<file path="config.mk">
export PLATFORM = sky130hd
export DESIGN_NAME = gts_lane
export DESIGN_NICKNAME = d
export VERILOG_FILES = /design/src/sv/gts_pkg.sv /design/src/sv/gts_lane.sv
export SDC_FILE = /design/constraint.sdc
export NUM_CORES = 1
export LEC_CHECK = 0
export BUFFER_PORTS_ARGS = -buffer_cell sky130_fd_sc_hd__buf_4
export CAP_MARGIN = 25
export CORE_MARGIN = 4
export CORE_UTILIZATION = 57
export CTS_BUF_LIST = sky130_fd_sc_hd__clkbuf_2 sky130_fd_sc_hd__clkbuf_4 sky130_fd_sc_hd__clkbuf_8
export DETAILED_ROUTE_END_ITERATION = 10
export PLACE_DENSITY = 0.78
export SYNTH_ARGS = -nofsm -noshare
export SYNTH_HDL_FRONTEND = slang
export SYNTH_SLANG_ARGS = --single-unit
</file>
<file path="constraint.sdc">
create_clock -name clk -period 4.1 [get_ports clk]
set_input_delay 0.41 -clock clk [delete_from_list [all_inputs] [get_ports clk]]
set_output_delay 0.41 -clock clk [all_outputs]
set_load 0.02 [all_outputs]
</file>
<file path="src/sv/gts_pkg.sv">
// shared types and constants for the three-axis gyro smoother
`default_nettype none
package gts_pkg;

  localparam int SAMPLE_W = 16;
  localparam int RATE_W   = 17;
  localparam int NUM_AXES = 3;

  typedef struct packed {
    logic load1;
    logic smooth_wr;
    logic ring_wr;
    logic load2;
  } gts_lane_ctl_t;

  typedef struct packed {
    logic valid;
    logic ok;
    logic smooth;
  } gts_stage_t;

endpackage
`default_nettype wire

</file>
<file path="src/sv/gts_lane.sv">
// one axis lane: smoothing history, sample ring with running sum, divide by depth
`default_nettype none
module gts_lane import gts_pkg::*; #(
  parameter int RING_DEPTH = 4
) (
  input  wire logic                       clk,
  input  wire logic                       rst_n,
  input  wire gts_lane_ctl_t              ctl,
  input  wire logic signed [SAMPLE_W-1:0] sample,
  output logic [RATE_W-1:0]               quot,
  output logic                            neg,
  output logic signed [RATE_W-1:0]        smooth
);

  localparam int LG    = $clog2(RING_DEPTH);
  localparam int RW    = (RING_DEPTH > 1) ? LG : 1;
  localparam int SW    = SAMPLE_W + LG;
  localparam int K     = SW + LG;
  localparam int MW    = K + 1;
  localparam int PW    = SW + MW;
  localparam logic [MW-1:0] RECIP =
    MW'(((64'd1 << K) + 64'(RING_DEPTH) - 64'd1) / 64'(RING_DEPTH));
  localparam logic [RW-1:0] LAST_POS = RW'(RING_DEPTH - 1);

  logic signed [SAMPLE_W-1:0] ring_mem [RING_DEPTH];
  logic signed [SAMPLE_W-1:0] rd_r;
  logic [RW-1:0]              pos_r, pos_nxt;
  logic                       filled_r;
  logic signed [SW-1:0]       sum_r, sum_nxt;
  logic signed [SAMPLE_W-1:0] last_r, older_r;
  logic signed [SAMPLE_W-1:0] old_val;
  logic signed [17:0]         sum3, sum3r;
  logic [SW-1:0]              abs_nxt;
  logic [SW-1:0]              abs1_r;
  logic                       neg1_r, neg2_r;
  logic signed [RATE_W-1:0]   sm1_r, sm2_r;
  logic [PW-1:0]              prod;
  logic [RATE_W-1:0]          quot_r;

  always_comb begin
    old_val = filled_r ? rd_r : '0;
    sum_nxt = sum_r - SW'(old_val) + SW'(sample);
    abs_nxt = sum_nxt[SW-1] ? SW'(-sum_nxt) : SW'(sum_nxt);
    sum3    = 18'(sample) + 18'(last_r) + 18'(older_r);
    sum3r   = sum3 + {17'd0, sum3[17]};
    prod    = PW'(abs1_r) * PW'(RECIP);
    pos_nxt = pos_r;
    if (ctl.ring_wr) begin
      pos_nxt = (pos_r == LAST_POS) ? '0 : pos_r + RW'(1);
    end
  end

  always_ff @(posedge clk) begin
    if (ctl.ring_wr) begin
      ring_mem[pos_r[RW-1:0]] <= sample;
    end
    if (ctl.ring_wr && (pos_r == pos_nxt)) begin
      rd_r <= sample;
    end else begin
      rd_r <= ring_mem[pos_nxt];
    end
  end

  always_ff @(posedge clk) begin
    if (!rst_n) begin
      pos_r    <= '0;
      filled_r <= 1'b0;
      sum_r    <= '0;
      last_r   <= '0;
      older_r  <= '0;
    end else begin
      pos_r <= pos_nxt;
      if (ctl.ring_wr) begin
        sum_r <= sum_nxt;
        if (pos_r == LAST_POS) begin
          filled_r <= 1'b1;
        end
      end
      if (ctl.smooth_wr) begin
        older_r <= last_r;
        last_r  <= sample;
      end
    end
  end

  always_ff @(posedge clk) begin
    if (ctl.load1) begin
      abs1_r <= abs_nxt;
      neg1_r <= sum_nxt[SW-1];
      sm1_r  <= sum3r[17:1];
    end
    if (ctl.load2) begin
      quot_r <= prod[K +: RATE_W];
      neg2_r <= neg1_r;
      sm2_r  <= sm1_r;
    end
  end

  assign quot   = quot_r;
  assign neg    = neg2_r;
  assign smooth = sm2_r;

  a_pos_range: assert property (@(posedge clk) disable iff (!rst_n)
    pos_r <= LAST_POS)
    else $error("ring position past last entry");

  a_smooth_keeps_ring: assert property (@(posedge clk) disable iff (!rst_n)
    ctl.smooth_wr |=> $stable(pos_r) && $stable(sum_r))
    else $error("ring moved during smoothing write");

  a_wrap_fills: assert property (@(posedge clk) disable iff (!rst_n)
    ctl.ring_wr && pos_r == LAST_POS |=> filled_r && pos_r == '0)
    else $error("ring wrap not taken");

endmodule
`default_nettype wire

</file>
==> results of run 1 <==
-- cells by family (layout without fill, tap and decap cells) --
family,count (synthesis),count (layout),share of synthesized area [%]
compound gates,150,150,10.4
simple gates,243,243,11.8
xor+xnor,52,52,4.52
other cells,1,1,0.0366
fa+ha+maj,75,75,11.7
flops,201,201,52.2
mux,49,49,4.86
buf+inv,118,226,4.50
-- where the power goes --
part	total [mW]	switching [mW]	leakage [nW]	internal, mW
Combinational	3.26	1.90	2.62	1.36
Sequential	2.77	0.102	1.82	2.67
Clock	1.73	0.753	0.353	0.980
-- sequential cells by signal, indices dropped and copies added (netlist names) --
register,count
rd_r,16
neg1_r,1
filled_r,1
sm1_r,17
pos_r,2
ring_mem,64
last_r,16
neg,1
sum_r,18
older_r,16
quot,16
smooth,17
abs1_r,16
-- cells in the mapped netlist, types with 3 or more instances --
cell type	instances
nor2b_1	6
clkbuf_1	19
a21oi_1	32
a211o_1	5
ha_1	41
nand2_1	59
fa_1	34
inv_1	85
o21ai_0	13
nand4_1	5
dfxtp_1	69
buf_1	5
a211oi_2	3
nand3_1	17
xnor2_1	36
mux2i_1	43
nor2_1	69
xor2_1	15
and3_1	7
a31oi_1	20
a211oi_1	28
edfxtp_1	132
o211ai_1	7
a21oi_2	5
and2_1	39
nor3_1	14
a21o_1	5
buf_2	5
nand2b_1	5
o21a_1	4
mux2_2	5
-- path summary, 6_finish.rpt --
path	start	depth (start not counted)	slack (ns)	to
min	sample[4]	1	0.13	ring_mem[2][4]
max reg2reg	filled_r	13	0.24	abs1_r[15]
max	filled_r	13	0.24	abs1_r[15]
min reg2reg	sm1_r[4]	0	0.42	smooth[4]
-- area by class of cell --
class                      instances  area, um2  area share (%)
multi-input combinational        570       4450            38.1
sequential                       201       5350            45.7
timing repair buffer              81        608            5.20
tap                              225        282            2.41
clock buffer                      41        533            4.56
clock inverter                    17        140            1.20
inverter                          87        327            2.79
-- critical path, cell delays in order (launching register included) --
cell and delay, ns:
dfxtp_2 0.39, and2_1 0.17, fa_1 0.48, inv_1 0.04, ha_1 0.39, o211ai_2 0.16, o21ai_2 0.28, a211oi_2 0.15
o31ai_1 0.37, mux2_1 0.36, a211o_2 0.40, inv_2 0.15, o21ai_0 0.12, xnor2_1 0.14
-- cells in the final DEF, fill, tap and decap left out, drive strengths merged, types with 3 or more instances in the layout --
cell type,count
clkbuf,41
clkinvlp,3
inv,87
nor2,70
a211o,5
a211oi,32
a31oi,20
o21a,4
nor2b,6
xnor2,36
and3,7
nor4,3
mux2i,43
nor3b,3
xor2,16
clkinv,12
mux2,6
dfxtp,69
nand2,59
a21oi,37
nand4,5
a21o,5
and2,41
nor3,14
nand3,17
buf,81
o31ai,3
edfxtp,132
ha,41
nand2b,5
o211ai,8
fa,34
o21ai,16
-- repair_timing --
action / 4_1_cts / 5_1_grt
endpoints found under the setup margin: 0 / 18
resized for setup: 0 / 2
setup buffers: 0 / 1
hold buffers: 0 / 0
-- per-layer routing --
metal / wire length [um] / GRT usage (%) / share of wire [%] / up-vias
li1: - / - / - / 3313
met1: 9240 / 28.2 / 47 / 3230
met2: 9220 / 32.3 / 47 / 158
met3: 1000 / 2.99 / 5.1 / 22
met4: 254 / 4.14 / 1.3 / 0
met5: 0 / 0 / 0 / -
-- stage by stage --
stage | std cells | util [%] | power, mW | TNS [ns] | setup slack [ns]
finish | 1222 | 66.9 | 7.77 | 0 | 0.236
global route | 1222 | 66.9 | 8.30 | 0 | 0.00765
CTS | 1221 | 66.8 | 7.81 | 0 | 0.0645
detailed placement | 1163 | 63.0 | 6.05 | -0.114 | -0.0571
global placement | 1163 | 63.0 | 5.92 | 0 | 0.0493
floorplan | 889 | - | 5.14 | 0 | 0.000498
==> results_tabular.tex, run 1 <==
\begin{tabular}{lr}
\hline
Metric & Value \\
\hline
\multicolumn{2}{l}{\textbf{Layout}} \\
Layout cell share with drive strength beyond 1 & 17.2\% \\
Total Nets Final & 1069 \\
Filler instances & 1303 \\
Synthesis-to-finish area growth & 14.2\% \\
Final std cell area, no fill & 11700 um2 \\
Number of antenna repair diodes & 0 \\
\multicolumn{2}{l}{\textbf{Critical path}} \\
Type of element capturing the critical path & flop \\
Required time at the worst-slack endpoint & 4.38 ns \\
Crit Path Max Fanout & 17 \\
Kind of critical path & flop to flop \\
Startpoint type of the worst setup path & flop \\
Critical path data arrival time & 4.15 ns \\
\multicolumn{2}{l}{\textbf{Synthesis}} \\
Post-synthesis net count & 986 \\
Number of instances in the synthesized netlist & 889 \\
Mapped Area & 10200 um2 \\
Top cell type's share of synthesized area & 38.7\% \\
\#FFs+latches synth & 201 \\
Leading register cell type out of synthesis & edfxtp\_1 \\
Number of distinct library cells after synthesis & 75 \\
Number of enable flip-flop cells after synthesis & 132 \\
Biggest area contributors in the synthesized netlist & edfxtp\_1 39\%, dfxtp\_1 13\%, fa\_1 6.6\% \\
Most area-hungry cell type in the Yosys netlist & edfxtp\_1 \\
Async set-reset flop share out of synthesis & 0\% \\
Mean area per synthesized cell & 11.5 um2 \\
Sequential fraction of the synthesis area & 52.2\% \\
Number of synthesis warnings & 0 \\
\multicolumn{2}{l}{\textbf{STA}} \\
Final hold vios & 0 \\
Slew Limit Fails & 0 \\
Actual slew at the worst max-slew pin & 1.04 ns \\
Fmax achieved & 259 MHz \\
Unrepaired setup endpoints after global routing & no \\
Number of setup violations in the final report & 0 \\
Skew final & 0.0141 ns \\
Relative slew slack & 30.5\% \\
Final period util & 94.3\% \\
Final critical path time including I/O delays and setup & 3.86 ns \\
Final hold slack & 0.127 ns \\
\multicolumn{2}{l}{\textbf{Global routing}} \\
Initial antenna violation count & 0 \\
Vias in the first global route & 6464 \\
Remaining global-route overflow & 0 \\
Pin count of the biggest net entering global routing & 51 \\
Wire length of the first global-routing pass & 32300 um \\
Gr usage total & 19.7\% \\
\multicolumn{2}{l}{\textbf{Route}} \\
Detailed-router iteration count before antenna repair & 5 \\
Wire length reported by the detailed router & 19700 um \\
Avg WL per Cell & 16.1 um \\
Drt drc & 0 \\
Iteration-0 DRC count of the detailed router & 373 \\
Routed vias & 6723 \\
Post-DRT Antenna Nets & 0 \\
Via/cell ratio & 5.50 \\
\multicolumn{2}{l}{\textbf{Placement}} \\
Routability congestion estimate from global placement & 0.830 \\
Number of buffer cells added on primary ports & 55 \\
Placed instance area & 11000 um2 \\
HPWL reported at the end of detailed placement & 14100 um \\
\multicolumn{2}{l}{\textbf{Die}} \\
Starting utilization of the core area & 58.6\% \\
Number of rows created at floorplan & 48 \\
Area of the die & 20200 um2 \\
Floorplan Core Area & 17500 um2 \\
Vertical die dimension & 142 um \\
Width of the die & 142 um \\
Number of ports placed on the die boundary & 57 \\
\multicolumn{2}{l}{\textbf{Clock tree}} \\
Inserted Clock Buffers & 31 \\
Insertion delay to the later sink of the worst-skew pair & 0.55 ns \\
Clock tree from TritonCTS & yes \\
Number of buffers on the longest clock path & 3 \\
CTS sink cnt & 201 \\
H-tree depth & 1 \\
CTS Root Cell & clkbuf\_8 \\
Clock-pin slew reported for the worst setup and hold paths after clock tree synthesis & 0.06 ns \\
\multicolumn{2}{l}{\textbf{Power and ir drop}} \\
VDD IR max & 0.528 mV \\
Total power divided by cell area & 664 nW/um2 \\
Static Leak & 4.80 nW \\
\multicolumn{2}{l}{\textbf{Min path}} \\
Hold/Removal Path Class & input pin to flop \\
\multicolumn{2}{l}{\textbf{Outcome}} \\
Result of the run & finished, final reports clean \\
\multicolumn{2}{l}{\textbf{Flow run}} \\
Number of max-cap violations & 0 \\
\hline
\end{tabular}
Note: power is estimated with default switching activity, not from simulation.
==> inputs of run 2 (changes only) <==
--- a/config.mk
+++ b/config.mk
@@ -8,10 +8,10 @@
 export BUFFER_PORTS_ARGS = -buffer_cell sky130_fd_sc_hd__buf_4
 export CAP_MARGIN = 25
 export CORE_MARGIN = 4
-export CORE_UTILIZATION = 57
+export CORE_UTILIZATION = 48
 export CTS_BUF_LIST = sky130_fd_sc_hd__clkbuf_2 sky130_fd_sc_hd__clkbuf_4 sky130_fd_sc_hd__clkbuf_8
 export DETAILED_ROUTE_END_ITERATION = 10
-export PLACE_DENSITY = 0.78
+export PLACE_DENSITY = 0.68
 export SYNTH_ARGS = -nofsm -noshare
 export SYNTH_HDL_FRONTEND = slang
 export SYNTH_SLANG_ARGS = --single-unit
==> run 2 against run 1 <==
- first-iteration DRC count down 4.8%
- worst setup slack got worse by 0.022 ns
- clock skew is 0.0018 ns higher
- clock power increased by 9.8%
- utilization fell by 10 points
- flip-flop and latch count is the same
- highest routed layer unchanged
==> results_tabular.tex, run 2 (same netlist as run 1, synthesis figures left out) <==
\begin{tabular}{lr}
\hline
Metric & Value \\
\hline
\multicolumn{2}{l}{\textbf{Global routing}} \\
Pin count of the biggest net entering global routing & 51 (unchanged) \\
Remaining global-route overflow & 0 (unchanged) \\
Vias in the first global route & 6429 (-0.54\%) \\
Gr usage total & 17.0\% (-2.7 points) \\
Initial antenna violation count & 0 (unchanged) \\
Wire length of the first global-routing pass & 32700 um (+1.4\%) \\
\multicolumn{2}{l}{\textbf{Die}} \\
Starting utilization of the core area & 48.7\% (-9.9 points) \\
Floorplan Core Area & 21000 um2 (+20\%) \\
Width of the die & 154 um (+8.5\%) \\
Number of ports placed on the die boundary & 57 (unchanged) \\
Vertical die dimension & 154 um (+8.5\%) \\
Number of rows created at floorplan & 53 (+10\%) \\
Area of the die & 23700 um2 (+18\%) \\
\multicolumn{2}{l}{\textbf{STA}} \\
Minimum setup slack in the final design & 0.213 ns (-0.0222 ns) \\
Final critical path time including I/O delays and setup & 3.89 ns (+0.0222 ns) \\
Fmax achieved & 257 MHz (-0.57\%) \\
Final period util & 94.8\% (+0.54 points) \\
Actual slew at the worst max-slew pin & 0.971 ns (-0.0722 ns) \\
Relative slew slack & 35.2\% (+4.7 points) \\
Skew final & 0.0158 ns (+0.00179 ns) \\
Unrepaired setup endpoints after global routing & yes \\
Final hold vios & 0 (unchanged) \\
Number of setup violations in the final report & 0 (unchanged) \\
Slew Limit Fails & 0 (unchanged) \\
\multicolumn{2}{l}{\textbf{Layout}} \\
Filler instances & 1756 (+35\%) \\
Flip-flop count of the largest register, all copies and words added & 64 (unchanged) \\
Final Util & 56.8\% (-10 points) \\
Area taken by multi-input logic gates & 4470 um2 (+0.51\%) \\
Total Nets Final & 1081 (+1.1\%) \\
Most common cell after layout, fill and taps aside & edfxtp\_1 \\
Post-route insts no fill & 1285 (+5.2\%) \\
Number of antenna repair diodes & 0 (unchanged) \\
Storage cell area & 5350 um2 (about the same) \\
Layout cell share with drive strength beyond 1 & 18.7\% (+1.6 points) \\
Synthesis-to-finish area growth & 16.5\% \\
Highest-count cells in the layout ignoring fill and taps & 132 x edfxtp\_1, 87 x buf\_4, 84 x inv\_1, 69 x nor2\_1, 67 x dfxtp\_1 \\
\multicolumn{2}{l}{\textbf{Power and ir drop}} \\
Total power divided by cell area & 664 nW/um2 (about the same) \\
Static Leak & 4.88 nW (+1.8\%) \\
VDD IR max & 0.371 mV (-30\%) \\
\multicolumn{2}{l}{\textbf{Route}} \\
Routed vias & 6616 (-1.6\%) \\
Via/cell ratio & 5.15 (-6.4\%) \\
Detailed-router iteration count before antenna repair & 5 (unchanged) \\
Wire length reported by the detailed router & 20100 um (+1.8\%) \\
Post-DRT Antenna Nets & 0 (unchanged) \\
Drt drc & 0 (unchanged) \\
Iteration-0 DRC count of the detailed router & 355 (-4.8\%) \\
Avg WL per Cell & 15.6 um (-3.2\%) \\
\multicolumn{2}{l}{\textbf{Placement}} \\
Number of buffer cells added on primary ports & 55 (unchanged) \\
Routability congestion estimate from global placement & 0.859 (+3.5\%) \\
HPWL reported at the end of detailed placement & 14300 um (+1.6\%) \\
Setup slack after placement & 0.00257 ns (+0.0597 ns) \\
Number of placed instances, taps included & 1220 (+4.9\%) \\
\multicolumn{2}{l}{\textbf{Critical path}} \\
Worst flop-to-flop path startpoint & last\_r[1] \\
Logic depth of the worst register-to-register path & 18 (+5) \\
CP Launch Point & last\_r[1] \\
Reg-to-reg slack, setup & 0.21 ns (-0.02 ns) \\
Critical path data arrival time & 4.14 ns (about the same) \\
Startpoint type of the worst setup path & flop \\
Type of element capturing the critical path & flop \\
Crit Reg-Reg Endpoint & sm1\_r[15] \\
Required time at the worst-slack endpoint & 4.36 ns (-0.02 ns) \\
Kind of critical path & flop to flop \\
Crit Path Max Fanout & 3 (-14) \\
Termination of the worst setup path & sm1\_r[15] \\
\multicolumn{2}{l}{\textbf{Clock tree}} \\
Inserted Clock Buffers & 34 (+9.7\%) \\
CTS sink cnt & 201 (unchanged) \\
Hold-fix buffers at CTS & 0 (unchanged) \\
H-tree depth & 2 (+1) \\
Insertion delay to the later sink of the worst-skew pair & 0.52 ns (-0.03 ns) \\
CTS Root Cell & clkbuf\_8 \\
Clock tree from TritonCTS & yes \\
Number of buffers on the longest clock path & 3 (unchanged) \\
Clock-pin slew reported for the worst setup and hold paths after clock tree synthesis & 0.06 ns (about the same) \\
\multicolumn{2}{l}{\textbf{Min path}} \\
Hold/Removal Path Class & input pin to flop \\
\multicolumn{2}{l}{\textbf{Flow run}} \\
Number of max-cap violations & 0 (unchanged) \\
\multicolumn{2}{l}{\textbf{Outcome}} \\
Result of the run & finished, final reports clean \\
\hline
\end{tabular}
## run 2: cell types whose count changed in the layout (fill, tap and decap cells not counted), sizes merged
cell / before / now
clkinvlp: 3 / 0
inv: 87 / 89
buf: 81 / 90
clkinv: 12 / 8
clkbuf: 41 / 50
## run 2: worst min-delay path by stage
stage               startpoint               to  slack, ns  cells after the start
detailed placement    sm1_r[9]        smooth[9]       0.40                      0
CTS                 sample[13]  ring_mem[3][13]       0.15                      1
floorplan               neg1_r              neg       0.40                      0
finish               sample[2]   ring_mem[0][2]       0.17                      1
global route         sample[2]   ring_mem[1][2]       0.15                      1
global placement     abs1_r[5]          quot[3]       0.40                      0
## run 2: area by class of cell
class                           count  share of cell area, %
Tap cell                          275                   2.88
Clock inverter                     12                   1.04
Inverter                           87                   2.74
Multi-Input combinational cell    570                   37.5
Timing Repair Buffer               90                   5.82
Clock buffer                       50                   5.19
Sequential cell                   201                   44.8
## run 2: per-layer routing
layer / up-vias / routed length, um / GRT usage, %
met3: 31 / 1130 / 2.81
met5: - / 0 / 0
met2: 166 / 8760 / 26.2
met1: 3078 / 9770 / 25.0
met4: 0 / 404 / 4.96
li1: 3341 / - / -
## run 2: timing repair
item | 4_1_cts | 5_1_grt
setup buffers | 0 | 2
setup endpoints to repair | 0 | 18
resized for setup | 0 | 10
## run 2: per-stage QoR
step | cell area (um2) | TNS [ns] | hold slack, ns | total power, mW
after detailed placement | 11100 | 0 | 0.405 | 6.06
after global routing | 11900 | -0.0701 | 0.148 | 8.50
final | 11900 | 0 | 0.170 | 7.92
after CTS | 11900 | 0 | 0.149 | 7.98
after floorplan | 10200 | 0 | 0.400 | 5.14
after global placement | 11100 | 0 | 0.401 | 5.98
## run 2: power breakdown
group          total [mW]  switching (mW)  internal (mW)
registers            2.77          0.0957           2.67
logic                3.26            1.88           1.38
clock network        1.90           0.789           1.11
total                7.92            2.77           5.16
## run 2: worst max-delay path, cell delays in order, from the launching register on
cell,delay [ns]
dfxtp_2,0.34
inv_2,0.04
fa_1,0.50
inv_1,0.04
ha_2,0.19
fa_2,0.34
a211o_1,0.29
and3_4,0.16
a211oi_2,0.23
or3_1,0.16
a32oi_2,0.10
nor2b_2,0.15
ha_2,0.18
nand3_2,0.08
nor2b_1,0.12
nand4_1,0.13
nor3_2,0.28
nand4_1,0.14
xnor2_1,0.16
